`src/design/bb_pkg.sv`:
```
// Shared types, constants and helper functions of the 3x3 box blur.
`default_nettype none
package bb_pkg;

   localparam int MAX_WIDTH_DEFAULT = 1024;
   localparam int QUEUE_DEPTH       = 4;
   localparam int RECIP_SHIFT       = 18;
   localparam int PIXEL_BITS        = 24;

   localparam logic [0:0] CSR_IMAGE_WIDTH  = 1'b0;
   localparam logic [0:0] CSR_IMAGE_HEIGHT = 1'b1;

   localparam logic CMD_PIXEL = 1'b0;
   localparam logic CMD_DRAIN = 1'b1;

   typedef enum logic [1:0] {
      OP_PIXEL = 2'd0,
      OP_TAIL  = 2'd1,
      OP_DRAIN = 2'd2
   } bb_kind_type;

   // One unit of work for the back end; px is {red, green, blue}.
   typedef struct packed {
      bb_kind_type             kind;
      logic [PIXEL_BITS-1:0]   px;
      logic                    emit;
      logic [2:0]              colmask;
      logic [2:0]              rowmask;
      logic                    capture;
      logic                    last;
   } bb_op_type;

   // Number of pixels summed for a given column and row count.
   function automatic logic [3:0] bb_count(input logic [1:0] ncol, input logic [1:0] nrow);
      return 4'({2'b00, ncol} * {2'b00, nrow});
   endfunction

   // Reciprocal of twice the pixel count, scaled by 2^RECIP_SHIFT and rounded up.
   function automatic logic [17:0] bb_recip(input logic [3:0] n);
      logic [17:0] m;
      case (n)
         4'd1:    m = 18'd131072;
         4'd2:    m = 18'd65536;
         4'd3:    m = 18'd43691;
         4'd4:    m = 18'd32768;
         4'd6:    m = 18'd21846;
         4'd9:    m = 18'd14564;
         default: m = 18'd0;
      endcase
      return m;
   endfunction

endpackage
`default_nettype wire

```
`src/design/bb_fifo.sv`:
```
// Small register queue that carries work items from the front end to the back end.
`default_nettype none
module bb_fifo #(
   parameter int WIDTH = 8,
   parameter int DEPTH = bb_pkg::QUEUE_DEPTH
) (
   input  wire logic             clock,
   input  wire logic             reset,
   input  wire logic             push,
   input  wire logic [WIDTH-1:0] push_data,
   output logic                  full,
   input  wire logic             pop,
   output logic                  valid,
   output logic [WIDTH-1:0]      pop_data
);
   localparam int PW = (DEPTH > 1) ? $clog2(DEPTH) : 1;
   localparam int NW = $clog2(DEPTH + 1);

   logic [WIDTH-1:0] slot_ff [DEPTH];
   logic [PW-1:0]    wr_ptr_ff, wr_ptr_in, rd_ptr_ff, rd_ptr_in;
   logic [NW-1:0]    count_ff, count_in;

   assign full     = (count_ff == NW'(DEPTH));
   assign valid    = (count_ff != '0);
   assign pop_data = slot_ff[rd_ptr_ff];

   always_comb begin
      wr_ptr_in = wr_ptr_ff;
      rd_ptr_in = rd_ptr_ff;
      count_in  = count_ff;
      if (push) begin
         wr_ptr_in = (wr_ptr_ff == PW'(DEPTH - 1)) ? '0 : wr_ptr_ff + PW'(1);
      end
      if (pop) begin
         rd_ptr_in = (rd_ptr_ff == PW'(DEPTH - 1)) ? '0 : rd_ptr_ff + PW'(1);
      end
      if (push && !pop) begin
         count_in = count_ff + NW'(1);
      end else if (pop && !push) begin
         count_in = count_ff - NW'(1);
      end
   end

   always_ff @(posedge clock) begin
      if (reset) begin
         wr_ptr_ff <= '0;
         rd_ptr_ff <= '0;
         count_ff  <= '0;
      end else begin
         wr_ptr_ff <= wr_ptr_in;
         rd_ptr_ff <= rd_ptr_in;
         count_ff  <= count_in;
      end
   end

   always_ff @(posedge clock) begin
      if (push) begin
         slot_ff[wr_ptr_ff] <= push_data;
      end
   end

endmodule
`default_nettype wire

```
`config.mk`:
```
export PLATFORM = sky130hd
export DESIGN_NAME = bb_fifo
export DESIGN_NICKNAME = d
export VERILOG_FILES = /design/src/design/bb_pkg.sv /design/src/design/bb_fifo.sv
export SDC_FILE = /design/constraint.sdc
export NUM_CORES = 1
export LEC_CHECK = 0
export BUFFER_PORTS_ARGS = -buffer_cell sky130_fd_sc_hd__clkbuf_2
export CORE_AREA = 2 2 60 62
export CTS_CLUSTER_DIAMETER = 200
export CTS_CLUSTER_SIZE = 28
export DETAILED_ROUTE_END_ITERATION = 8
export DIE_AREA = 0 0 62 64
export PLACE_DENSITY_LB_ADDON = 0.1
export REMOVE_ABC_BUFFERS = 1
export SYNTH_ARGS = -nofsm -noshare
export SYNTH_HDL_FRONTEND = slang
export SYNTH_SLANG_ARGS = --single-unit
```
`constraint.sdc`:
```
create_clock -name clock -period 1.6 [get_ports clock]
set_input_delay 0.16 -clock clock [delete_from_list [all_inputs] [get_ports clock]]
set_output_delay 0.16 -clock clock [all_outputs]
set_load 0.05 [all_outputs]
```
* Yosys cells after proc, flatten, opt, wreduce, memory -nomap -nowiden
Memory sizes are Yosys's and may differ from the RTL's. A register that Yosys moved wholly into a read port is not among the register bits.
Cells that the tools add are included.
Widths: inputs -> output; s select.
** Storage, ports and cells
- Flip-flop bits (word level) :: 7
- Latch bits :: 0
- RAM bits :: 32
- Memory bits (read-only) :: 0
- Output and inout port bits :: 10
- Logic and storage cells :: 25
- Memories kept :: 1
** Memory list
- slot_ff :: words 4, width 8, read ports 1, clocked after memory_dff 1, write ports 1, RTL line bb_fifo.sv:19 : logic [WIDTH-1:0] slot_ff [DEPTH];
** Cells by class
- $add $sub $neg :: 4
- $mul :: 0
- Div/mod/pow operators :: 0
- Magnitude comparators :: 0
- Equal/unequal tests :: 3
- Shift-type cells :: 0
- Multiplexer cells :: 8
- Bitwise operators :: 0
- Reductions and logical operators :: 6
** Operators by type and width (count)
- $mux 2 :: 4
- $mux 3 :: 2
- $add 2x1->2 const B :: 2
- $eq 2x2->1 const B :: 2
- $add 3x1->3 const B :: 1
- $eq 3x3->1 const B :: 1
- $reduce_bool 3->1 :: 1
- $sub 3x1->3 const B :: 1
- $logic_and 1x1->1 :: 2
- $logic_not 1->1 :: 2
- $mux 1 :: 2
- $reduce_bool 2->1 :: 1

* Longest topological paths before layout
Gate-level depths: netlist of run 1.
- Word-level depth :: 4
- Gate-level depth with buffers :: 7

* Worst setup path after synthesis of run 1
Ideal clock, no wire load.
- Path type :: register to output
- From :: register count_ff[1]
- To :: output full
- Arrival time :: 1.497 ns
- Data required time :: 1.440 ns
- Slack :: -0.057 ns
- Stages on the path, launching flop included :: 2
- Buffers on the path :: 0
- Path through :: dfxtp_1 -> nor3b_1
** Between the ends
- Word-level cells in the longest chain between the ends :: 1
** RTL lines
- start: declaration :: RTL line bb_fifo.sv:21 : logic [NW-1:0] count_ff, count_in;
- start signal: assignment :: RTL line bb_fifo.sv:52 : count_ff <= count_in;
- $eq 3x3->1 :: RTL line bb_fifo.sv:23 : assign full = (count_ff == NW'(DEPTH));
- end: declaration :: RTL line bb_fifo.sv:11 : output logic full,
Every way passes these cells.

==> results.sh, run 1 <==
export IMPL_finalPower_mw=2.17
export IMPL_skew_ns=0.0105
export IMPL_place_congestion=0.659
export IMPL_dieHeight_um=64
export IMPL_first_iter_violations=15
export IMPL_rsz0062_at_grt="yes"
export IMPL_post_drt_wl_per_cell_um=14.7
export IMPL_cts_root_buf="clkbuf_4"
export IMPL_tightestPinTransition_ns=0.423
export IMPL_slew_violations=0
export IMPL_vias=772
export IMPL_hold_class="in2reg"
export IMPL_powerDensity_nw_per_um2=1140
export IMPL_intPower_mw=1.56
export IMPL_hold_violations=0
export IMPL_vias_per_cell=4.80
export IMPL_nNetsFinal=133
export IMPL_stdcell_count=161
export IMPL_n_antenna_cell=0
export IMPL_yosysSeqAreaShare=0.714
export IMPL_fmaxAchievable_ghz=0.591
export IMPL_htree_levels=2
export IMPL_grt_usage=0.147
export IMPL_final_common_cell="edfxtp_1"
export IMPL_start_util=0.487
export IMPL_finalCritPeriodShare=1.06
export IMPL_synth_top_cell_area_share=0.601
export IMPL_yosysWarnings=0
export IMPL_portBuffers=21
export IMPL_fin_crit_ns=1.69
export IMPL_cts_clk_slew_worst_paths_ns=0.12
export IMPL_critPathKind="reg2out"
export IMPL_insertion_delay_ns=0.34
export IMPL_ys_types=16
export IMPL_grt_max_degree=14
export IMPL_peakVddDrop_v=0.000621
export IMPL_synth_area_leader_cell="edfxtp_1"
export IMPL_dpl_hpwl_mm=1.61
export IMPL_post_cts_buffers=0
export IMPL_ant_nets=0
export IMPL_cts_tree="done"
export IMPL_clockBufferDepth=2
export IMPL_grt_remaining_overflow=0
export IMPL_core_um2=3280
export IMPL_p_seq_frac=0.576
export IMPL_leakagePower_nw=0.711
export IMPL_clkPwrFrac=0.223
export IMPL_max_slew_margin=0.718
export IMPL_cts_buffers_inserted=5
export IMPL_swShare=0.281
export IMPL_final_cell_mix="edfxtp_1 (32), clkbuf_2 (13), mux4_2 (8), dfxtp_1 (8), buf_8 (8)"
export IMPL_fp_dieArea_um2=3970
export IMPL_placed_cells=153
export IMPL_cp_start_kind="register"
export IMPL_synth_cells=86
export IMPL_grt_pass1_wl_mm=4.01
export IMPL_maxCapViolCount=0
export IMPL_ios=22
export IMPL_synth_top_cells_by_area="edfxtp_1 (60%), dfxtp_1 (11%), mux4_2 (11%)"
export IMPL_syn_area_per_cell_um2=18.6
export IMPL_end_kind="output port"
export IMPL_die_w_um=62
export IMPL_antenna_found_initial=0
export IMPL_area_delta_synth_final_pct=19.4
export IMPL_syn_area_um2=1600
export IMPL_setup_violations=8
export IMPL_failed_checks="setup timing"
export IMPL_cts_sinks=41
export IMPL_cp_max_fo=8
export IMPL_num_rows=21
export IMPL_drt_pass1_iterations=4
export IMPL_grt_pass1_vias=809
export IMPL_wl_mm=2.37
export IMPL_synth_seq_cells=41
export IMPL_status="finished with violations"
export IMPL_p_sw_uw=610
export IMPL_critPathRequiredTime_ns=1.44
export IMPL_fin_ws_ns=-0.0908
export IMPL_drc=0
export IMPL_arrival_ns=1.53
export IMPL_fin_util=0.581
export IMPL_cts_hold_buf=0
export IMPL_drive_gt1_frac=0.348
export IMPL_pwr_share_comb=0.201
==> layout make-up <==
type                            count  area (um2)
Fill cell                         256        1380
Inverter                            4        15.0
Clock buffer                        5        37.5
Tap cell                           46        57.6
Clock inverter                      3        17.5
Sequential cell                    41        1140
Timing Repair Buffer               23         213
Multi-Input combinational cell     39         427
==> flip-flops by register name (all words and copies together) (netlist names), named ones only <==
name and flops:
count_ff 3, rd_ptr_ff 2, slot_ff 32, wr_ptr_ff 2
==> cell families (layout without fill, tap and decap cells) <==
family                     after synthesis  after routing  share of synthesized area
DFF                                     41             41                      0.714
and+or+nand+nor                         15             15                     0.0493
muxes                                   12             12                      0.138
adders and majority gates                7              7                     0.0595
buffers and inverters                    6             35                     0.0196
AOI/OAI and AO/OA                        3              3                    0.00939
xor gates and xnor gates                 2              2                     0.0110
==> synthesized netlist by cell type (all sizes together) <==
cell type	count
edfxtp	32
dfxtp	9
mux4	8
nor2	7
ha	6
and2	4
inv	4
mux2i	4
a21oi	2
nor3b	2
or3	2
xor2	2
buf	1
clkbuf	1
fa	1
o21ai	1
==> per-layer routing <==
layer | global-route usage | share of wire | wire (um) | vias up
li1 | - | - | - | 388
met1 | 0.188 | 0.44 | 1030 | 361
met2 | 0.224 | 0.50 | 1180 | 18
met3 | 0.0567 | 0.044 | 103 | 5
met4 | 0.0559 | 0.021 | 49 | 0
met5 | 0 | 0 | 0 | -
==> power by group through the flow <==
stage | clock network (mW) | logic (mW) | registers (mW)
6_report | 0.484 | 0.435 | 1.25
2_1_floorplan | 0 | 0.274 | 1.27
3_5_place_dp | 0 | 0.373 | 1.27
4_1_cts | 0.507 | 0.420 | 1.25
3_3_place_gp | 0 | 0.366 | 1.27
5_1_grt | 0.548 | 0.469 | 1.26
==> final timing paths <==
path                                               start                       end  slack, ns  cells past startpoint
worst min register to register  count_ff[2]$_SDFFE_PP0P_  count_ff[2]$_SDFFE_PP0P_       0.52                      2
worst max-delay path                            register               pop_data[7]      -0.09                      3
worst min-delay path                        push_data[2]   slot_ff[0][2]$_DFFE_PP_       0.03                      1
worst max register to register  count_ff[0]$_SDFFE_PP0P_  count_ff[2]$_SDFFE_PP0P_       0.15                      4
==> through the flow <==
stage	setup TNS [ns]	cell area (um2)	hold WS (ns)	setup slack, ns
after global placement	0	1770	0.377	0.0278
after global routing	-1.40	1910	0.0121	-0.193
after CTS	-0.974	1900	0.0216	-0.129
after floorplan	-0.0571	1580	0.229	-0.0571
final	-0.639	1910	0.0322	-0.0908
after detailed placement	-0.0182	1770	0.391	-0.0182
==> worst max-delay path: stages, from the launching register on <==
cell	delay (ns)
dfxtp_2	0.36
buf_12	0.13
mux4_2	0.53
buf_8	0.17
==> repair_timing <==
item                                    in CTS  in global routing
resized for setup                           17                  8
gates cloned                                 0                  0
endpoints found under the setup margin       8                  8
No activity file was read; power rests on OpenSTA's default activity.
==> inputs of run 2 (changes only) <==
TNS_END_PERCENT = 50   (was unset)
clock period = 1.5 ns   (was 1.6 ns; I/O delays follow)
==> results.sh, run 2 (synthesis gave the netlist of run 1 again) <==
export IMPL_cts_buffers_inserted=5
export IMPL_p_sw_uw=655
export IMPL_cts_hold_buf=0
export IMPL_grt_usage=0.144
export IMPL_vias=817
export IMPL_nNetsFinal=139
export IMPL_wl_mm=2.39
export IMPL_area_delta_synth_final_pct=22.3
export IMPL_start_util=0.487
export IMPL_fin_ws_ns=-0.183
export IMPL_ff2ff_setup_slack_ns=0.05
export IMPL_ant_nets=0
export IMPL_finalCritPeriodShare=1.12
export IMPL_final_common_cell="edfxtp_1"
export IMPL_cp_max_fo=8
export IMPL_multi_input_area_um2=427
export IMPL_dpl_cell_area_um2=1820
export IMPL_cts_root_buf="clkbuf_4"
export IMPL_nFillCells=260
export IMPL_status="finished with violations"
export IMPL_grt_pass1_wl_mm=3.96
export IMPL_antenna_found_initial=0
export IMPL_slew_violations=0
export IMPL_fmaxAchievable_ghz=0.594
export IMPL_post_drt_wl_per_cell_um=14.3
export IMPL_drt_pass1_iterations=2
export IMPL_grt_pass1_vias=880
export IMPL_n_antenna_cell=0
export IMPL_tightestPinTransition_ns=0.277
export IMPL_die_w_um=62
export IMPL_place_congestion=0.666
export IMPL_path_cells="buf_12, mux4_2, buf_8"
export IMPL_post_place_ws_ns=-0.107
export IMPL_stdcell_count=167
export IMPL_intPower_mw=1.67
export IMPL_cp_buffers_inverters=2
export IMPL_vias_per_cell=4.89
export IMPL_seq_area_um2=1140
export IMPL_p_seq_frac=0.570
export IMPL_endpoint="pop_data[7]"
export IMPL_swShare=0.281
export IMPL_crit_family="multiplexers"
export IMPL_max_slew_margin=0.816
export IMPL_fin_crit_ns=1.68
export IMPL_hold_violations=0
export IMPL_largest_reg_flops=32
export IMPL_hold_class="in2reg"
export IMPL_clkPwrFrac=0.222
export IMPL_cts_tree="done"
export IMPL_dieHeight_um=64
export IMPL_fin_util=0.595
export IMPL_drive_gt1_frac=0.388
export IMPL_leakagePower_nw=0.742
export IMPL_first_iter_violations=6
export IMPL_grt_remaining_overflow=0
export IMPL_failed_checks="setup timing"
export IMPL_cp_start_kind="register"
export IMPL_portBuffers=21
export IMPL_powerDensity_nw_per_um2=1190
export IMPL_critPathKind="reg2out"
export IMPL_hold_ws_ns=0.0228
export IMPL_drc=0
export IMPL_slowest_stage="mux4_2"
export IMPL_final_cell_mix="edfxtp_1 (32), clkbuf_2 (12), mux4_2 (8), buf_8 (8)"
export IMPL_num_rows=21
export IMPL_cts_clk_slew_worst_paths_ns=0.12
export IMPL_ios=22
export IMPL_fp_dieArea_um2=3970
export IMPL_path_depth=3
export IMPL_timing_rr_end="count_ff[2]$_SDFFE_PP0P_"
export IMPL_htree_levels=2
export IMPL_r2r_start="count_ff[0]$_SDFFE_PP0P_"
export IMPL_slowest_delay_ns=0.53
export IMPL_maxCapViolCount=0
export IMPL_end_kind="output port"
export IMPL_top_register="slot_ff"
export IMPL_arrival_ns=1.53
export IMPL_setup_violations=8
export IMPL_placed_cells=159
export IMPL_dpl_hpwl_mm=1.61
export IMPL_final_cell_area_um2=1960
export IMPL_critPathRequiredTime_ns=1.35
export IMPL_grt_max_degree=14
export IMPL_pwr_share_comb=0.208
export IMPL_skew_ns=0.00872
export IMPL_clockBufferDepth=2
export IMPL_biggestRegsByFlops="slot_ff x32, count_ff x3"
export IMPL_cts_sinks=41
export IMPL_rsz0062_at_grt="yes"
export IMPL_insertion_delay_ns=0.34
export IMPL_peakVddDrop_v=0.000718
export IMPL_core_um2=3280
export IMPL_reg2reg_depth=4
==> run 2: power groups by stage <==
stage | sequential [mW] | clock, mW | combinational [mW]
6_report | 1.33 | 0.518 | 0.484
3_3_place_gp | 1.35 | 0 | 0.410
3_5_place_dp | 1.35 | 0 | 0.419
2_1_floorplan | 1.35 | 0 | 0.293
5_1_grt | 1.34 | 0.577 | 0.521
4_1_cts | 1.33 | 0.542 | 0.468
==> run 2: per-stage QoR <==
step	power, mW	setup TNS (ns)
2_1_floorplan	1.64	-0.147
3_3_place_gp	1.76	-0.0412
6_report	2.33	-1.35
4_1_cts	2.34	-1.61
3_5_place_dp	1.77	-0.107
5_1_grt	2.43	-1.91
==> run 2: repair_timing <==
item,4_1_cts,5_1_grt
endpoints found under the setup margin,8,10
buffers inserted,0,0
gates resized for setup,17,10
hold endpoints to repair,0,0
==> run 2: final cells by class <==
cell class,count,area share
sequential,41,0.585
tap,46,0.0294
multi-input combinational,39,0.218
inverter,4,0.00768
timing repair buffer,29,0.132
clock inverter,3,0.00896
clock buffer,5,0.0192
==> run 2: routing by layer <==
layer	share of wire	wire length, um	track usage	up-vias
li1	-	-	-	395
met1	0.43	1020	0.160	398
met2	0.51	1230	0.242	18
met3	0.039	93	0.0547	6
met4	0.020	48	0.0559	0
met5	0	0	0	-
==> run 2: how the worst min path moves through the flow <==
| stage | start | end | slack, ns | cells after the start |
|---|---|---|---|---|
| 2_1_floorplan | reset | count_ff[2]$_SDFFE_PP0P_ | 0.22 | 1 |
| 3_3_place_gp | push_data[2] | slot_ff[3][2]$_DFFE_PP_ | 0.37 | 1 |
| 3_5_place_dp | push_data[0] | slot_ff[3][0]$_DFFE_PP_ | 0.38 | 1 |
| 4_1_cts | push_data[0] | slot_ff[3][0]$_DFFE_PP_ | 0.01 | 1 |
| 5_1_grt | push_data[5] | slot_ff[0][5]$_DFFE_PP_ | 0.007 | 1 |
| 6_report | push_data[0] | slot_ff[0][0]$_DFFE_PP_ | 0.02 | 1 |
==> run 2: worst reg2reg max path: stages (launching register included) <==
cell and delay, ns:
dfxtp_2 0.36, fa_1 0.43, xor2_1 0.16, or3_1 0.31
a21oi_1 0.15
==> inputs of run 3 (changes only) <==
==> constraint.sdc (replaced) <==
create_clock -name clock -period 1.5 [get_ports clock]
set_input_delay 0.3 -clock clock [delete_from_list [all_inputs] [get_ports clock]]
set_output_delay 0.3 -clock clock [all_outputs]
set_load 0.05 [all_outputs]
==> results.sh, run 3 (synthesis gave the netlist of run 1 again) <==
export IMPL_htree_levels=2
export IMPL_ios=22
export IMPL_holdPathStages=1
export IMPL_max_slew_margin=0.907
export IMPL_area_delta_synth_final_pct=26.2
export IMPL_first_iter_violations=19
export IMPL_swShare=0.261
export IMPL_post_drt_wl_per_cell_um=14.5
export IMPL_pwr_share_comb=0.204
export IMPL_clockBufferDepth=2
export IMPL_slowest_stage="mux4_2"
export IMPL_insertion_delay_ns=0.34
export IMPL_p_seq_frac=0.527
export IMPL_nNetsFinal=140
export IMPL_reg2reg_depth=4
export IMPL_hp_start="push_data[2]"
export IMPL_largest_reg_flops=32
export IMPL_timing_rr_end="count_ff[2]$_SDFFE_PP0P_"
export IMPL_fin_tns_setup_ns=-2.66
export IMPL_clkPwrFrac=0.270
export IMPL_drive_gt1_frac=0.410
export IMPL_status="finished with violations"
export IMPL_p_sw_uw=660
export IMPL_nFillCells=254
export IMPL_dieHeight_um=64
export IMPL_leakagePower_nw=0.765
export IMPL_vias=820
export IMPL_critPathKind="reg2out"
export IMPL_hold_class="in2reg"
export IMPL_n_antenna_cell=0
export IMPL_ant_nets=0
export IMPL_grt_usage=0.147
export IMPL_cts_clk_slew_worst_paths_ns=0.11
export IMPL_final_common_cell="edfxtp_1"
export IMPL_ff2ff_setup_slack_ns=0.01
export IMPL_drt_pass1_iterations=4
export IMPL_grt_pass1_wl_mm=3.95
export IMPL_path_cells="buf_12, mux4_2, buf_8"
export IMPL_fp_dieArea_um2=3970
export IMPL_final_cell_mix="edfxtp_1 (32), clkbuf_2 (11), mux4_2 (8), buf_4 (8), buf_8 (8)"
export IMPL_hold_end="slot_ff[2][2]$_DFFE_PP_"
export IMPL_core_um2=3280
export IMPL_rsz0062_at_grt="yes"
export IMPL_grt_remaining_overflow=0
export IMPL_finalPower_mw=2.53
export IMPL_fin_ws_ns=-0.328
export IMPL_antenna_found_initial=0
export IMPL_num_rows=21
export IMPL_finalCritPeriodShare=1.22
export IMPL_slowest_delay_ns=0.52
export IMPL_start_util=0.487
export IMPL_portBuffers=21
export IMPL_grt_max_degree=14
export IMPL_cp_start_kind="register"
export IMPL_failed_checks="setup timing"
export IMPL_peakVddDrop_v=0.000642
export IMPL_intPower_mw=1.87
export IMPL_fin_crit_ns=1.83
export IMPL_setup_violations=9
export IMPL_powerDensity_nw_per_um2=1250
export IMPL_arrival_ns=1.53
export IMPL_fmaxAchievable_ghz=0.547
export IMPL_cp_max_fo=8
export IMPL_wl_mm=2.43
export IMPL_vias_per_cell=4.88
export IMPL_cts_root_buf="clkbuf_4"
export IMPL_maxCapViolCount=0
export IMPL_cts_tree="done"
export IMPL_hold_ws_ns=0.176
export IMPL_skew_ns=0.00668
export IMPL_biggestRegsByFlops="slot_ff x32, count_ff x3"
export IMPL_post_cts_buffers=0
export IMPL_hold_violations=0
export IMPL_slew_violations=0
export IMPL_top_register="slot_ff"
export IMPL_end_kind="output port"
export IMPL_die_w_um=62
export IMPL_place_congestion=0.677
export IMPL_critPathRequiredTime_ns=1.20
export IMPL_tightestPinTransition_ns=0.136
export IMPL_cts_buffers_inserted=5
export IMPL_drc=0
export IMPL_cts_hold_buf=0
export IMPL_grt_pass1_vias=839
export IMPL_cts_sinks=41
export IMPL_r2r_start="count_ff[0]$_SDFFE_PP0P_"
run 3: worst max-delay path: cells and delay by family (launching register included):
| family | cells | cell delay (ns) |
|---|---|---|
| flops | 1 | 0.36 |
| buf+inv | 2 | 0.31 |
| mux | 1 | 0.52 |
run 3: layout make-up:
cell class                 count  area [um2]  share of cell area
sequential                    41        1150               0.568
inverter                       4        15.0             0.00744
timing repair buffer          30         289               0.143
clock inverter                 3        41.3              0.0205
multi-input combinational     39         432               0.214
clock buffer                   5        37.5              0.0186
tap                           46        57.6              0.0285
run 3: power by group through the flow:
stage / clock (mW) / sequential (mW) / combinational, mW
3_5_place_dp: 0 / 1.36 / 0.432
6_report: 0.682 / 1.33 / 0.515
5_1_grt: 0.757 / 1.34 / 0.550
2_1_floorplan: 0 / 1.35 / 0.293
4_1_cts: 0.714 / 1.33 / 0.498
3_3_place_gp: 0 / 1.35 / 0.419
run 3: per-stage QoR:
stage | cell area, um2 | std cells | utilization | setup slack [ns]
global route | 2020 | 168 | 0.614 | -0.395
CTS | 2000 | 168 | 0.610 | -0.377
floorplan | 1580 | 84 | - | -0.297
finish | 2020 | 168 | 0.614 | -0.328
global placement | 1840 | 160 | 0.560 | -0.189
detailed placement | 1840 | 160 | 0.560 | -0.257
run 3: worst max-delay path by stage:
stage / start / endpoint
3_5_place_dp: pop / count_ff[2]$_SDFFE_PP0P_
5_1_grt: register / pop_data[3]
6_report: register / pop_data[0]
2_1_floorplan: count_ff[1]$_SDFFE_PP0P_ / full
4_1_cts: register / pop_data[0]
3_3_place_gp: pop / count_ff[2]$_SDFFE_PP0P_
run 3: repair_timing:
action,CTS,global route
resized for setup,23,10
endpoints found under the hold margin,0,0
endpoints found under the setup margin,11,11
run 3: routing by layer:
layer,global-route usage,vias up,wire (um)
met5,0,-,0
met4,0.0638,0,56
met3,0.0547,5,120
met2,0.245,21,1280
met1,0.161,392,975
li1,-,402,-
