<file path="src/design/bb_pkg.sv">
// Shared types, constants and helper functions of the 3x3 box blur.
`default_nettype none
package bb_pkg;

   localparam int MAX_WIDTH_DEFAULT = 1024;
   localparam int QUEUE_DEPTH       = 4;
   localparam int RECIP_SHIFT       = 18;
   localparam int PIXEL_BITS        = 24;

   localparam logic [0:0] CSR_IMAGE_WIDTH  = 1'b0;
   localparam logic [0:0] CSR_IMAGE_HEIGHT = 1'b1;

   localparam logic CMD_PIXEL = 1'b0;
   localparam logic CMD_DRAIN = 1'b1;

   typedef enum logic [1:0] {
      OP_PIXEL = 2'd0,
      OP_TAIL  = 2'd1,
      OP_DRAIN = 2'd2
   } bb_kind_type;

   // One unit of work for the back end; px is {red, green, blue}.
   typedef struct packed {
      bb_kind_type             kind;
      logic [PIXEL_BITS-1:0]   px;
      logic                    emit;
      logic [2:0]              colmask;
      logic [2:0]              rowmask;
      logic                    capture;
      logic                    last;
   } bb_op_type;

   // Number of pixels summed for a given column and row count.
   function automatic logic [3:0] bb_count(input logic [1:0] ncol, input logic [1:0] nrow);
      return 4'({2'b00, ncol} * {2'b00, nrow});
   endfunction

   // Reciprocal of twice the pixel count, scaled by 2^RECIP_SHIFT and rounded up.
   function automatic logic [17:0] bb_recip(input logic [3:0] n);
      logic [17:0] m;
      case (n)
         4'd1:    m = 18'd131072;
         4'd2:    m = 18'd65536;
         4'd3:    m = 18'd43691;
         4'd4:    m = 18'd32768;
         4'd6:    m = 18'd21846;
         4'd9:    m = 18'd14564;
         default: m = 18'd0;
      endcase
      return m;
   endfunction

endpackage
`default_nettype wire

</file>
<file path="src/design/bb_front.sv">
// Front end: configuration, position counters and splitting of beats into work items.
`default_nettype none
module bb_front #(
   parameter int MAX_WIDTH = bb_pkg::MAX_WIDTH_DEFAULT,
   parameter int CW        = (MAX_WIDTH > 1) ? $clog2(MAX_WIDTH) : 1
) (
   input  wire logic                 clock,
   input  wire logic                 reset,
   input  wire logic                 csr_wen,
   input  wire logic [0:0]           csr_index,
   input  wire logic [15:0]          csr_wdata,
   input  wire logic                 req_tvalid,
   output logic                      req_tready,
   input  wire logic [23:0]          req_tdata,
   input  wire logic [0:0]           req_tuser,
   output logic                      op_push,
   output bb_pkg::bb_op_type         op_data,
   output logic [CW-1:0]             op_addr,
   input  wire logic                 op_full
);
   function automatic logic [CW-1:0] f_wlast(input logic [10:0] v);
      logic [10:0] m1;
      m1 = v - 11'd1;
      if (v == 11'd0) begin
         return '0;
      end else if (32'(v) > MAX_WIDTH) begin
         return CW'(MAX_WIDTH - 1);
      end else begin
         return CW'(m1);
      end
   endfunction

   logic [CW-1:0] wlast_ff, wlast_in;
   logic [15:0]   height_ff, height_in;
   logic [CW-1:0] in_col_ff, in_col_in;
   logic [15:0]   in_row_ff, in_row_in;
   logic [CW-1:0] out_col_ff, out_col_in;
   logic          tail_pend_ff, tail_pend_in;
   logic          tail_top_ff, tail_top_in;

   logic            accept, is_drain, pix_ok, drn_ok, emit_a, emit_b;
   logic [CW-1:0]   out_col_next;
   bb_pkg::bb_op_type pix_op, drn_op, tail_op;

   assign req_tready = !tail_pend_ff && !op_full;
   assign accept     = req_tvalid && req_tready;
   assign is_drain   = (req_tuser[0] == bb_pkg::CMD_DRAIN);
   assign pix_ok     = (in_row_ff < height_ff);
   assign drn_ok     = !pix_ok && (out_col_ff <= wlast_ff);
   assign emit_a     = (in_row_ff != 16'd0) && (in_col_ff != '0);
   assign emit_b     = (in_row_ff != 16'd0) && (in_col_ff == wlast_ff);
   assign out_col_next = (out_col_ff == wlast_ff) ? '0 : out_col_ff + CW'(1);

   always_comb begin
      // Pixel beats arrive as {blue, green, red} and travel as {red, green, blue}.
      pix_op.kind    = bb_pkg::OP_PIXEL;
      pix_op.px      = {req_tdata[7:0], req_tdata[15:8], req_tdata[23:16]};
      pix_op.emit    = emit_a;
      pix_op.colmask = {1'b1, 1'b1, (in_col_ff > CW'(1))};
      pix_op.rowmask = {1'b1, 1'b1, (in_row_ff > 16'd1)};
      pix_op.capture = (in_row_ff == height_ff - 16'd1) && (in_col_ff == '0);
      pix_op.last    = 1'b0;

      drn_op.kind    = bb_pkg::OP_DRAIN;
      drn_op.px      = '0;
      drn_op.emit    = 1'b1;
      drn_op.colmask = {(out_col_ff != wlast_ff), 1'b1, (out_col_ff != '0)};
      drn_op.rowmask = {1'b1, (height_ff > 16'd1), 1'b0};
      drn_op.capture = 1'b0;
      drn_op.last    = (out_col_ff == wlast_ff);

      tail_op.kind    = bb_pkg::OP_TAIL;
      tail_op.px      = '0;
      tail_op.emit    = 1'b1;
      tail_op.colmask = {1'b1, (wlast_ff != '0), 1'b0};
      tail_op.rowmask = {1'b1, 1'b1, tail_top_ff};
      tail_op.capture = 1'b0;
      tail_op.last    = 1'b0;
   end

   always_comb begin
      wlast_in     = wlast_ff;
      height_in    = height_ff;
      in_col_in    = in_col_ff;
      in_row_in    = in_row_ff;
      out_col_in   = out_col_ff;
      tail_pend_in = tail_pend_ff;
      tail_top_in  = tail_top_ff;
      op_push      = 1'b0;
      op_data      = pix_op;
      op_addr      = in_col_ff;

      if (csr_wen) begin
         case (csr_index)
            bb_pkg::CSR_IMAGE_WIDTH:  wlast_in  = f_wlast(csr_wdata[10:0]);
            bb_pkg::CSR_IMAGE_HEIGHT: height_in = (csr_wdata == 16'd0) ? 16'd1 : csr_wdata;
            default:                  wlast_in  = wlast_ff;
         endcase
         in_col_in    = '0;
         in_row_in    = '0;
         out_col_in   = '0;
         tail_pend_in = 1'b0;
      end else if (tail_pend_ff) begin
         op_data = tail_op;
         if (!op_full) begin
            op_push      = 1'b1;
            tail_pend_in = 1'b0;
            out_col_in   = out_col_next;
         end
      end else if (accept) begin
         if (is_drain) begin
            if (drn_ok) begin
               op_push = 1'b1;
               op_data = drn_op;
               op_addr = out_col_ff + CW'(1);
               if (drn_op.last) begin
                  in_col_in  = '0;
                  in_row_in  = '0;
                  out_col_in = '0;
               end else begin
                  out_col_in = out_col_next;
               end
            end
         end else if (pix_ok) begin
            op_push      = 1'b1;
            tail_pend_in = emit_b;
            tail_top_in  = (in_row_ff > 16'd1);
            if (emit_a) begin
               out_col_in = out_col_next;
            end
            if (in_col_ff == wlast_ff) begin
               in_col_in = '0;
               in_row_in = in_row_ff + 16'd1;
            end else begin
               in_col_in = in_col_ff + CW'(1);
            end
         end
      end
   end

   always_ff @(posedge clock) begin
      if (reset) begin
         wlast_ff     <= f_wlast(11'd640);
         height_ff    <= 16'd480;
         in_col_ff    <= '0;
         in_row_ff    <= '0;
         out_col_ff   <= '0;
         tail_pend_ff <= 1'b0;
         tail_top_ff  <= 1'b0;
      end else begin
         wlast_ff     <= wlast_in;
         height_ff    <= height_in;
         in_col_ff    <= in_col_in;
         in_row_ff    <= in_row_in;
         out_col_ff   <= out_col_in;
         tail_pend_ff <= tail_pend_in;
         tail_top_ff  <= tail_top_in;
      end
   end

endmodule
`default_nettype wire

</file>
<file path="config.mk">
export PLATFORM = sky130hd
export DESIGN_NAME = bb_front
export DESIGN_NICKNAME = d
export VERILOG_FILES = /design/src/design/bb_pkg.sv /design/src/design/bb_front.sv
export SDC_FILE = /design/constraint.sdc
export NUM_CORES = 1
export LEC_CHECK = 0
export ABC_AREA = 0
export BUFFER_PORTS_ARGS = -buffer_cell sky130_fd_sc_hd__clkbuf_2
export CORE_ASPECT_RATIO = 1.4
export CORE_MARGIN = 4
export CORE_UTILIZATION = 52
export DETAILED_ROUTE_END_ITERATION = 7
export PLACE_DENSITY = 0.79
export SYNTH_ARGS = -nofsm -noshare
export SYNTH_HDL_FRONTEND = slang
export SYNTH_SLANG_ARGS = --single-unit
</file>
<file path="constraint.sdc">
create_clock -name clock -period 3.2 [get_ports clock]
set_input_delay 0.16 -clock clock [delete_from_list [all_inputs] [get_ports clock]]
set_output_delay 0.16 -clock clock [all_outputs]
set_load 0.02 [all_outputs]
</file>
# Yosys cells after proc, flatten, opt, wreduce, memory -nomap -nowiden
# Index checks and enable logic that the tools add are counted.
# op_classes
add_sub_neg	5
n_lt_le_gt_ge	6
n_eq_ne	8
muxes	44
n_bitwise	4
reduce_logical	28
# op_table
op	count
10-bit two-way mux	21
35-bit two-way mux	5
16-bit two-way mux	6
16-bit by 1-bit > comparator with 1-bit output (second input constant)	2
10-bit nonzero test	3
10-bit by 1-bit adder with 10-bit output (second input constant)	2
10-bit equality test	2
16-bit by 1-bit adder with 16-bit output (second input constant)	1
16-bit equality test	1
16-bit logical NOT	1
16-bit less-than comparator	1
16-bit nonzero test	1
16-bit by 1-bit subtractor with 16-bit output (second input constant)	1
5-bit AND reduction	3
1-bit two-way mux	12
11-bit > comparator (second input constant)	1
11-bit logical NOT	1
10-bit by 1-bit > comparator with 1-bit output (second input constant)	1
10-bit less-or-equal comparator	1
10-bit logical NOT	1
10-bit != test	1
10-bit by 1-bit subtractor with 10-bit output (second input constant)	1
1-bit logical AND	6
6-bit AND reduction	1
9 further kinds	19
# word_totals
register_bits	64
inputBits	47
output_inout_bits	47
word_cells	102

# Depth between registers and ports, before layout
# Gate-level depths: netlist of run 1.
# logic_depth
ltp_word	8
depth_mapped	12
ltp_nobuf	9

# Least setup slack after synthesis of run 1
# OpenSTA, ideal clock, no wires.
# synth_path
path_kind	flip-flop to output port
from	register height_ff[3]
to	output port op_addr[0]
arrival_time_ps	2756
t_required_ps	3040
setup_slack_ps	284
path_stages_with_launch	11
path_buffers	3
path_cell_list	dfxtp_1 clkbuf_1 inv_1 ha_1 a21oi_1 a2111o_1 nand3_1 and4_1 clkbuf_1 clkbuf_1 mux2i_1
# synth_via
elab_chain_cells	8
# synth_lines
item	line	source
from (decl)	bb_front.sv:34	logic [15:0] height_ff, height_in;
from (signal assigned)	bb_front.sv:152	height_ff <= height_in;
16-bit less-than comparator	bb_front.sv:48	assign pix_ok = (in_row_ff < height_ff);
1-bit logical NOT	bb_front.sv:49	assign drn_ok = !pix_ok && (out_col_ff <= wlast_ff);
1-bit logical AND	bb_front.sv:49	
10-bit two-way mux	bb_front.sv:112	if (drn_ok) begin
10-bit two-way mux	bb_front.sv:111	if (is_drain) begin
10-bit two-way mux	bb_front.sv:110	end else if (accept) begin
10-bit two-way mux	bb_front.sv:103	end else if (tail_pend_ff) begin
10-bit two-way mux	bb_front.sv:93	if (csr_wen) begin
to (decl)	bb_front.sv:18	output logic [CW-1:0] op_addr,
# Every way passes these cells.

==> run_results.csv, run 1 <==
group,metric,value,unit
synth,synth_xor_area_frac,0.0786,
synth,synth_fp_nets,796,
placed_design,io_buffers,92,
setup_path,worstPathMaxFanout,26,
setup_path,worstPathArrival,2.87,ns
synth,synth_mux_area_frac,0.0213,
pwr,power_density,344,nW/µm²
synth,synth_simple_gate_area_frac,0.306,
global_route,grtUsageTotal,0.270,
synth,synth_compound_area_frac,0.190,
timing,hold_viol,0,
floorplan,initial_core_util,0.529,
floorplan,core_area,9900,µm²
cts,clockRootBuffer,"clkbuf_16",
pwr,total_power,2.19,mW
detailed_routing,drcViolationCount,0,
status,outcome,"finished, final reports clean",
synth,synth_area_per_cell,7.37,µm²
timing,clock_skew,0.00917,ns
finish,final_area,6370,µm²
timing,slew_violations,0,
timing,max_freq,0.330,GHz
synth,syn-cell-area,5240,µm²
detailed_routing,firstDrtPassIters,6,
setup_path,critical_path_class,"reg2out",
finish,fill_cells,881,
synth,postSynthCellCount,711,
floorplan,dieArea,11800,µm²
global_route,grt_first_pass_wirelength,25900,µm
pwr,p_leak,2.66,nW
cts,clk_latency,0.34,ns
synth,synth_edf_count,0,
setup_path,start_kind,"flop",
finish,n_antenna_cell,0,
global_route,grt_max_degree,31,
pwr,vdd_drop_max,0.361,mV
synth,synth-main-ff-cell,"dfxtp_1",
floorplan,fp-row-count,43,
synth,ys_ff_latch,64,
cts,cts_hold_buf,0,
setup_path,crit_required,3.04,ns
placed_design,dpl-instance-area,5950,µm²
setup_path,end_kind,"output port",
synth,yosysSeqAreaShare,0.245,
setup_path,worstPathCellList,"inv_1, ha_1, a21oi_1, a2111o_1, nand3_1, and4_4, nor2_1, buf_4, and2_1, clkbuf_2",
synth,netlist_top_cells_area,"dfxtp_1 24%, ha_1 9.1%, xnor2_1 6.0%",
cts,clock-sinks,64,
timing,setup_viol,0,
global_route,grt_antenna_before_repair,0,
cts,cts_tree,"built",
timing,rsz0062_at_grt,"yes",
setup_path,crit_slowest_cell,"a2111o_1",
timing,max_slew_margin,0.595,
floorplan,die_w,92.8,µm
floorplan,num_io_pins,94,
placed_design,gp_congestion,0.912,
synth,yosysTopAreaCell,"dfxtp_1",
synth,synth.top_cell.area_share,0.245,
synth,yosysWarningCount,0,
placed_design,place_hpwl,12300,µm
synth,synth_fa_ha_area_frac,0.0908,
finish,drive_above_1_share,0.213,
synth,synth_top_family_by_area,"simple AND/OR/NAND/NOR gates",
detailed_routing,ant_nets,0,
detailed_routing,dr.first_iter.drc_count,349,
cts,ctsLongestPathBuffers,2,
cts,htreeDepth,3,
timing,fin_crit,3.03,ns
detailed_routing,viasPerCell,5.96,
setup_path,max_stage_delay,0.50,ns
synth,async_reset_ff_frac,0,
global_route,first_global_vias,5577,
synth,synth_cell_types,63,
cts,numCtsBuffers,9,
detailed_routing,routed-via-count,5647,
global_route,grt_overflow,0,
flow_run,cap_violations,0,
floorplan,die_h,127,µm
timing,tightest_slew,0.592,ns
detailed_routing,wl,16100,µm
finish,nets,892,
cts,clk_pin_slew_worst_paths,0.05,ns
min_path,hold_path_class,"in2reg",
timing,post-route-period-util,0.948,
finish,area_delta_synth_final,21.7,%
detailed_routing,wl_per_cell,17.0,µm
placed cells by master (no fill, tap or decap), drive strengths merged, types with 13 or more instances in the layout:
cell type  Yosys  routed
clkbuf        33     102
o21ai         39      39
nor4          17      17
buf           10      37
nor3          14      14
xnor2         36      36
a21oi         59      59
nor2          55      55
inv           47      47
nand3         30      30
nand2b        13      13
dfxtp         64      64
nand2         74      74
and2          29      29
nand4         18      18
ha            38      38
power by group:
group | switching (mW) | internal, mW
Combinational | 0.171 | 0.113
Clock | 0.366 | 0.701
Sequential | 0.0275 | 0.817
layout make-up:
cell class,count,area [µm²],share of cell area
Sequential cell,64,1290,0.202
Multi-Input combinational cell,557,3680,0.577
Clock inverter,5,80.1,0.0126
Tap cell,135,169,0.0265
Timing Repair Buffer,128,743,0.117
Clock buffer,11,243,0.0381
Inverter,47,176,0.0277
flip-flops by register name, indices dropped and copies added (netlist names):
register,count
in_col_ff,10
in_row_ff,16
wlast_ff,10
out_col_ff,10
tail_pend_ff,1
tail_top_ff,1
height_ff,16
cell usage after synthesis, types with 4 or more instances:
library cell  count
or4_1            10
xnor2_1          36
dfxtp_1          64
o31ai_1           8
inv_1            47
nor2b_1           4
and4_1            5
xor2_1           11
o21ai_0          39
and3_1           11
nor2_1           55
nand2_1          74
or3_1             6
and2_1           29
nand2b_1         12
clkbuf_1         33
nor3_1           13
a31oi_1          10
nand3b_1          8
nand3_1          30
ha_1             38
a211oi_1          5
nor4_1           16
a21oi_1          59
buf_2             6
mux2i_1          10
nand4_1          16
cells by family (layout without fill, tap and decap cells):
| logic type | after synthesis | in the layout |
|---|---|---|
| adders and majority gates | 38 | 38 |
| and+or+nand+nor | 303 | 303 |
| DFF | 64 | 64 |
| xor gates and xnor gates | 47 | 47 |
| AOI/OAI and AO/OA | 157 | 157 |
| other | 1 | 1 |
| muxes | 11 | 11 |
| buffers and inverters | 90 | 191 |
per-layer routing:
layer	part of all wire	GRT usage	wire length, µm	up-vias
met3	0.055	0.0439	889	72
met5	0	0	0	-
met1	0.35	0.286	5680	2641
met2	0.54	0.496	8620	221
li1	-	-	-	2713
met4	0.054	0.156	874	0
worst paths after layout:
path	startpoint	endpoint	slack, ns	cells past startpoint
worst max-delay path	height_ff[3]$_SDFFE_PP0P_	op_data[13]	0.17	10
worst min register to register	height_ff[1]$_SDFFE_PP0P_	height_ff[1]$_SDFFE_PP0P_	0.46	2
worst min-delay path	csr_wdata[15]	height_ff[15]$_SDFFE_PP0P_	0.05	3
worst max register to register	height_ff[3]$_SDFFE_PP0P_	in_col_ff[7]$_SDFFE_PP0P_	0.20	9
worst max-delay path: cells and delay by family, from the launching register on:
family / cells / cell delay, ns
and+or+nand+nor: 4 / 0.69
DFF: 1 / 0.46
AOI/OAI and AO/OA: 2 / 0.57
adders and majority gates: 1 / 0.31
buffers and inverters: 3 / 0.49
per-stage QoR:
| step | TNS, ns | cells | worst slack [ns] | hold slack [ns] | util |
|---|---|---|---|---|---|
| 3_5_place_dp | 0 | 929 | 0.151 | 0.405 | 0.601 |
| 5_1_grt | -0.00272 | 947 | -0.00272 | 0.0604 | 0.644 |
| 4_1_cts | 0 | 945 | 0.00922 | 0.0489 | 0.634 |
| 3_3_place_gp | 0 | 929 | 0.310 | 0.402 | 0.601 |
| 6_report | 0 | 947 | 0.165 | 0.0533 | 0.644 |
| 2_1_floorplan | 0 | 711 | 0.284 | 0.284 | - |
what timing repair did:
action | 4_1_cts | 5_1_grt
buffers inserted | 0 | 2
endpoints found under the setup margin | 24 | 39
gates resized for setup | 1 | 18
pin swaps | 0 | 4
No activity file was read; power rests on OpenSTA's default activity.
==> run 2, diff against run 1 <==
Clock period 3.2 ns to 3.9 ns, I/O delays scaled along.
==> run 2 against run 1 <==
Hold slack better by 0.041 ns. Clock power shrank 17%. Cell count fell by 3.1%. Largest cell class unchanged. Highest routed layer unchanged. Critical endpoint is now op_data[23]. Sequential share of layout area grew 0.93 points. Worst setup slack improved by 0.23 ns. Critical path type unchanged. Sequential power shrank 18%. Cell area down 4.8%. Sequential cell count stayed put.
==> run_results.csv, run 2 (synthesis results as in run 1) <==
group,metric,value,unit
status,outcome,"finished, final reports clean",
setup_path,r2r_setup_slack,0.70,ns
floorplan,fp-row-count,43,
timing,rsz0062_at_grt,"no",
setup_path,reg2regPathDepth,8,
setup_path,r2r_start,"height_ff[12]$_SDFFE_PP0P_",
cts,ctsLongestPathBuffers,2,
global_route,grtUsageMet2,0.472,
placed_design,gp_congestion,0.966,
min_path,min_path_cells,3,
setup_path,critical_path_class,"reg2out",
timing,tightest_slew,0.825,ns
finish,layout_commonest_cell,"clkbuf_2",
cts,clk_pin_slew_worst_paths,0.05,ns
global_route,grt_max_degree,31,
min_path,hold_path_class,"in2reg",
cts,htreeDepth,3,
setup_path,end_kind,"output port",
setup_path,crit_required,3.70,ns
floorplan,die_h,127,µm
floorplan,die_w,92.8,µm
floorplan,dieArea,11800,µm²
finish,area_delta_synth_final,15.9,%
global_route,grt_overflow,0,
setup_path,start_kind,"flop",
detailed_routing,drcViolationCount,0,
timing,hold_viol,0,
pwr,vdd_drop_max,0.261,mV
cts,clock-sinks,64,
floorplan,num_io_pins,94,
placed_design,place_hpwl,11900,µm
timing,post-route-period-util,0.899,
finish,final_cell_mix,"92 x clkbuf_2, 74 x nand2_1, 64 x dfxtp_1, 59 x a21oi_1, 55 x nor2_1",
cts,cts_setup_buffers,0,
global_route,grt_use_met1,0.291,
detailed_routing,ant_nets,0,
detailed_routing,viasPerCell,5.91,
timing,fin_setup_tns,0,ns
setup_path,path_buf_inv,3,
finish,n_antenna_cell,0,
cts,clk_latency,0.34,ns
cts,numCtsBuffers,9,
timing,max_freq,0.285,GHz
finish,drive_above_1_share,0.169,
global_route,first_global_vias,5381,
detailed_routing,dr.first_iter.drc_count,318,
flow_run,cap_violations,0,
pwr,p_leak,2.49,nW
detailed_routing,wl,15400,µm
floorplan,initial_core_util,0.529,
global_route,grt_first_pass_wirelength,25200,µm
pwr,power_density,297,nW/µm²
timing,clock_skew,0.0101,ns
detailed_routing,routed-via-count,5426,
timing,fin_crit,3.51,ns
cts,cts_resized,0,
detailed_routing,wl_per_cell,16.8,µm
setup_path,r2r_end,"in_row_ff[11]$_SDFFE_PP0P_",
floorplan,core_area,9900,µm²
setup_path,worstPathMaxFanout,25,
cts,clockRootBuffer,"clkbuf_16",
placed_design,dpl-instance-area,5750,µm²
setup_path,max_stage_delay,0.45,ns
cts,cts_hold_buf,0,
timing,hold_slack,0.0944,ns
global_route,busiest_layer,"met2",
placed_design,io_buffers,92,
setup_path,crit_slowest_cell,"dfxtp_1",
global_route,grt.met3_usage,0.0498,
finish,utilization,0.613,
finish,reg_top3,"height_ff (16), in_row_ff (16)",
cts,cts_tree,"built",
timing,slew_violations,0,
timing,max_slew_margin,0.445,
global_route,grtUsageTotal,0.266,
timing,setup_viol,0,
setup_path,worstPathArrival,3.31,ns
min_path,min_to,"height_ff[13]$_SDFFE_PP0P_",
setup_path,crit_family,"simple AND/OR/NAND/NOR gates",
finish,final_area,6070,µm²
global_route,grt_antenna_before_repair,0,
min_path,hp-start,"csr_wdata[13]",
detailed_routing,firstDrtPassIters,5,
pwr,total_power,1.80,mW
setup_path,worstPathCellList,"inv_1, ha_1, a21oi_1, o21ai_0, a2bb2oi_2, nand3_1, and4_1, nor2_1, buf_4, and2_1, clkbuf_2",
finish,nets,864,
finish,fill_cells,934,
run 2: cell count changes in the layout (fill, tap and decap cells not counted), sizes merged:
cell      before  now
buf           37    8
clkbuf       102  104
clkinvlp       2    0
run 2: metrics by stage:
stage,worst slack (ns),instances
floorplan,0.949,711
global placement,0.850,903
detailed placement,0.753,903
CTS,0.448,918
global route,0.242,918
finish,0.394,918
run 2: how the worst max path moves through the flow:
stage                     depth (start not counted)                    endpoint  slack [ns]                       start
final                                            11                 op_data[23]        0.39   height_ff[7]$_SDFFE_PP1P_
after detailed placement                          8   in_row_ff[9]$_SDFFE_PP0P_        0.75  height_ff[12]$_SDFFE_PP0P_
after CTS                                        11                 op_data[15]        0.45  height_ff[11]$_SDFFE_PP0P_
after global routing                              8                  op_data[1]        0.24   in_col_ff[2]$_SDFFE_PP0P_
after global placement                            8  in_row_ff[11]$_SDFFE_PP0P_        0.85  height_ff[14]$_SDFFE_PP0P_
after floorplan                                  10                  op_addr[0]        0.95   height_ff[3]$_SDFFE_PP0P_
run 2: final cells by class:
class / instances / area, µm² / share of cell area
tap: 135 / 169 / 0.0278
sequential: 64 / 1280 / 0.211
inverter: 47 / 176 / 0.0291
multi-input combinational: 557 / 3600 / 0.593
clock buffer: 12 / 256 / 0.0423
timing repair buffer: 100 / 520 / 0.0858
clock inverter: 3 / 65.1 / 0.0107
run 2: where the power goes:
group | switching [mW] | internal [mW]
Sequential | 0.0230 | 0.670
Combinational | 0.134 | 0.0877
Clock | 0.295 | 0.590
run 2: routing by layer:
layer	routed length, µm	vias up
li1	-	2663
met1	5890	2562
met2	8160	155
met3	635	46
met4	743	0
met5	0	-
run 2: worst min-delay path: cells and delay by family:
family | cells | cell delay (ns)
buffers and inverters | 1 | 0.09
and+or+nand+nor | 1 | 0.05
AOI/OAI and AO/OA | 1 | 0.05
==> run 3, diff against run 2 <==
Settings changed: BUFFER_PORTS_ARGS -buffer_cell sky130_fd_sc_hd__clkbuf_2 to default, DONT_BUFFER_PORTS from default to 1, PLACE_DENSITY 0.79 to 0.71.
==> run 3 against run 2 <==
Clock power rose by 1%. Highest routed layer unchanged. First-iteration DRC count rose by 1.6%. Sequential share of layout area rose by 1.1 points. Non-clock buffer count fell by 77. Cell area fell by 5.2%. Sequential power barely moved. Clock skew fell by 0.0019 ns. Fmax fell by 1.3%. Count of clock-buffer cells in the layout fell by 2. Hold slack got worse by 0.082 ns. Register-to-register slack got worse by 0.20 ns. Global-route usage fell by 0.86 points.
==> run_results.csv, run 3 (synthesis results as in run 1) <==
group,metric,value,unit
finish,final_cell_mix,"74 x nand2_1, 64 x dfxtp_1, 59 x a21oi_1, 55 x nor2_1, 47 x inv_1",
cts,cts_tree,"built",
detailed_routing,viasPerCell,6.17,
setup_path,worstPathMaxFanout,15,
placed_design,placedCellCount,816,
detailed_routing,routed-via-count,5199,
placed_design,dpl-instance-area,5320,µm²
floorplan,num_io_pins,94,
cts,clk_latency,0.34,ns
timing,setup_viol,0,
detailed_routing,dr.first_iter.drc_count,323,
timing,rsz0062_at_grt,"no",
finish,final_cells,842,
placed_design,io_buffers,0,
pwr,sequentialPowerShare,0.390,
timing,tightest_slew,0.970,ns
setup_path,start_kind,"flop",
finish,layout_commonest_cell,"nand2_1",
setup_path,critical_path_class,"reg2out",
pwr,comb_power_share,0.103,
finish,area_delta_synth_final,9.89,%
pwr,power_density,308,nW/µm²
floorplan,initial_core_util,0.529,
cts,ctsLongestPathBuffers,2,
setup_path,end_kind,"output port",
detailed_routing,firstDrtPassIters,5,
global_route,first_global_vias,5016,
pwr,p_switching,0.452,mW
global_route,grtUsageTotal,0.257,
flow_run,cap_violations,0,
finish,n_antenna_cell,0,
pwr,swShare,0.255,
setup_path,worstPathArrival,3.36,ns
timing,fin_crit,3.55,ns
status,outcome,"finished, final reports clean",
pwr,clockPowerShare,0.506,
global_route,grt_overflow,0,
global_route,grt_first_pass_wirelength,24300,µm
timing,clock_skew,0.00825,ns
timing,fin_setup_tns,0,ns
setup_path,max_stage_delay,0.52,ns
cts,numCtsBuffers,9,
detailed_routing,wl,15100,µm
setup_path,worstPathCellList,"inv_1, ha_1, nand4_1, a2111o_1, nand3_1, and4_2, buf_4, nor2_1, a31oi_1",
cts,clockRootBuffer,"clkbuf_16",
placed_design,gp_congestion,0.894,
global_route,grt_max_degree,27,
global_route,grt_antenna_before_repair,0,
cts,clock-sinks,64,
setup_path,crit_required,3.70,ns
timing,max_freq,0.281,GHz
timing,max_slew_margin,0.351,
timing,slew_violations,0,
cts,htreeDepth,3,
floorplan,core_area,9900,µm²
pwr,p_leak,2.17,nW
timing,post-route-period-util,0.911,
timing,hold_viol,0,
finish,reg_top3,"height_ff (16), in_row_ff (16)",
detailed_routing,wl_per_cell,18.0,µm
setup_path,crit_slowest_cell,"a2111o_1",
floorplan,die_w,92.8,µm
detailed_routing,ant_nets,0,
finish,drive_above_1_share,0.0679,
finish,nets,787,
placed_design,place_hpwl,11600,µm
finish,final_area,5760,µm²
timing,hold_slack,0.0124,ns
pwr,internal-power,1.32,mW
detailed_routing,drcViolationCount,0,
floorplan,dieArea,11800,µm²
floorplan,die_h,127,µm
min_path,hold_path_class,"in2reg",
floorplan,fp-row-count,43,
pwr,total_power,1.77,mW
pwr,vdd_drop_max,0.238,mV
cts,clk_pin_slew_worst_paths,0.06,ns
[run 3: cell count changes in the layout (fill, tap and decap cells not counted), sizes merged]
cell | before | now
clkinvlp | 0 | 3
buf | 8 | 13
inv | 47 | 48
clkbuf | 104 | 10
clkinv | 1 | 0
dlygate4sd3 | 0 | 10
[run 3: final timing paths]
| path | start | to | slack (ns) | cells after the start |
|---|---|---|---|---|
| hold reg to reg | height_ff[1]$_SDFFE_PP0P_ | height_ff[1]$_SDFFE_PP0P_ | 0.47 | 2 |
| hold / removal | csr_wdata[12] | height_ff[12]$_SDFFE_PP0P_ | 0.01 | 2 |
| setup / recovery | height_ff[14]$_SDFFE_PP0P_ | op_addr[7] | 0.35 | 9 |
| setup reg to reg | height_ff[14]$_SDFFE_PP0P_ | in_row_ff[14]$_SDFFE_PP0P_ | 0.50 | 8 |
[run 3: routing by layer]
metal / share of wire / wire length [µm] / GRT usage / vias to the layer above
met1: 0.38 / 5770 / 0.274 / 2507
met3: 0.043 / 657 / 0.0492 / 42
met4: 0.040 / 604 / 0.142 / 0
li1: - / - / - / 2513
met2: 0.53 / 8080 / 0.468 / 137
met5: 0 / 0 / 0 / -
[run 3: timing repair]
action	4_1_cts	5_1_grt
resized for setup	0	1
hold endpoints to repair	26	0
setup buffers	0	0
hold buffers	10	0
setup endpoints to repair	0	2
[run 3: cell type report]
type                            instances  area [µm²]
Fill cell                             943        4140
Multi-Input combinational cell        557        3600
Sequential cell                        64        1280
Clock buffer                           10         239
Timing Repair Buffer                   23         198
Inverter                               47         176
Tap cell                              135         169
Clock inverter                          6        91.3
[run 3: critical path: cells and delay by family (launching register included)]
family / cells / cell delay, ns
AO/OA/AOI/OAI: 2 / 0.94
adder cells (fa/ha/maj): 1 / 0.31
buffers and inverters: 2 / 0.32
flip-flops: 1 / 0.37
AND/OR/NAND/NOR: 4 / 1.07
[run 3: power groups by stage]
stage	Clock [mW]	Combinational [mW]	Sequential (mW)
CTS	0.913	0.182	0.691
global placement	0	0.166	0.705
detailed placement	0	0.169	0.706
global route	0.946	0.202	0.694
floorplan	0	0.153	0.696
finish	0.897	0.183	0.691
[run 3: per-stage QoR]
step                setup WS, ns   util
global placement           0.647  0.538
floorplan                  0.949      -
finish                     0.347  0.581
global route               0.102  0.581
detailed placement         0.567  0.538
CTS                        0.181  0.581
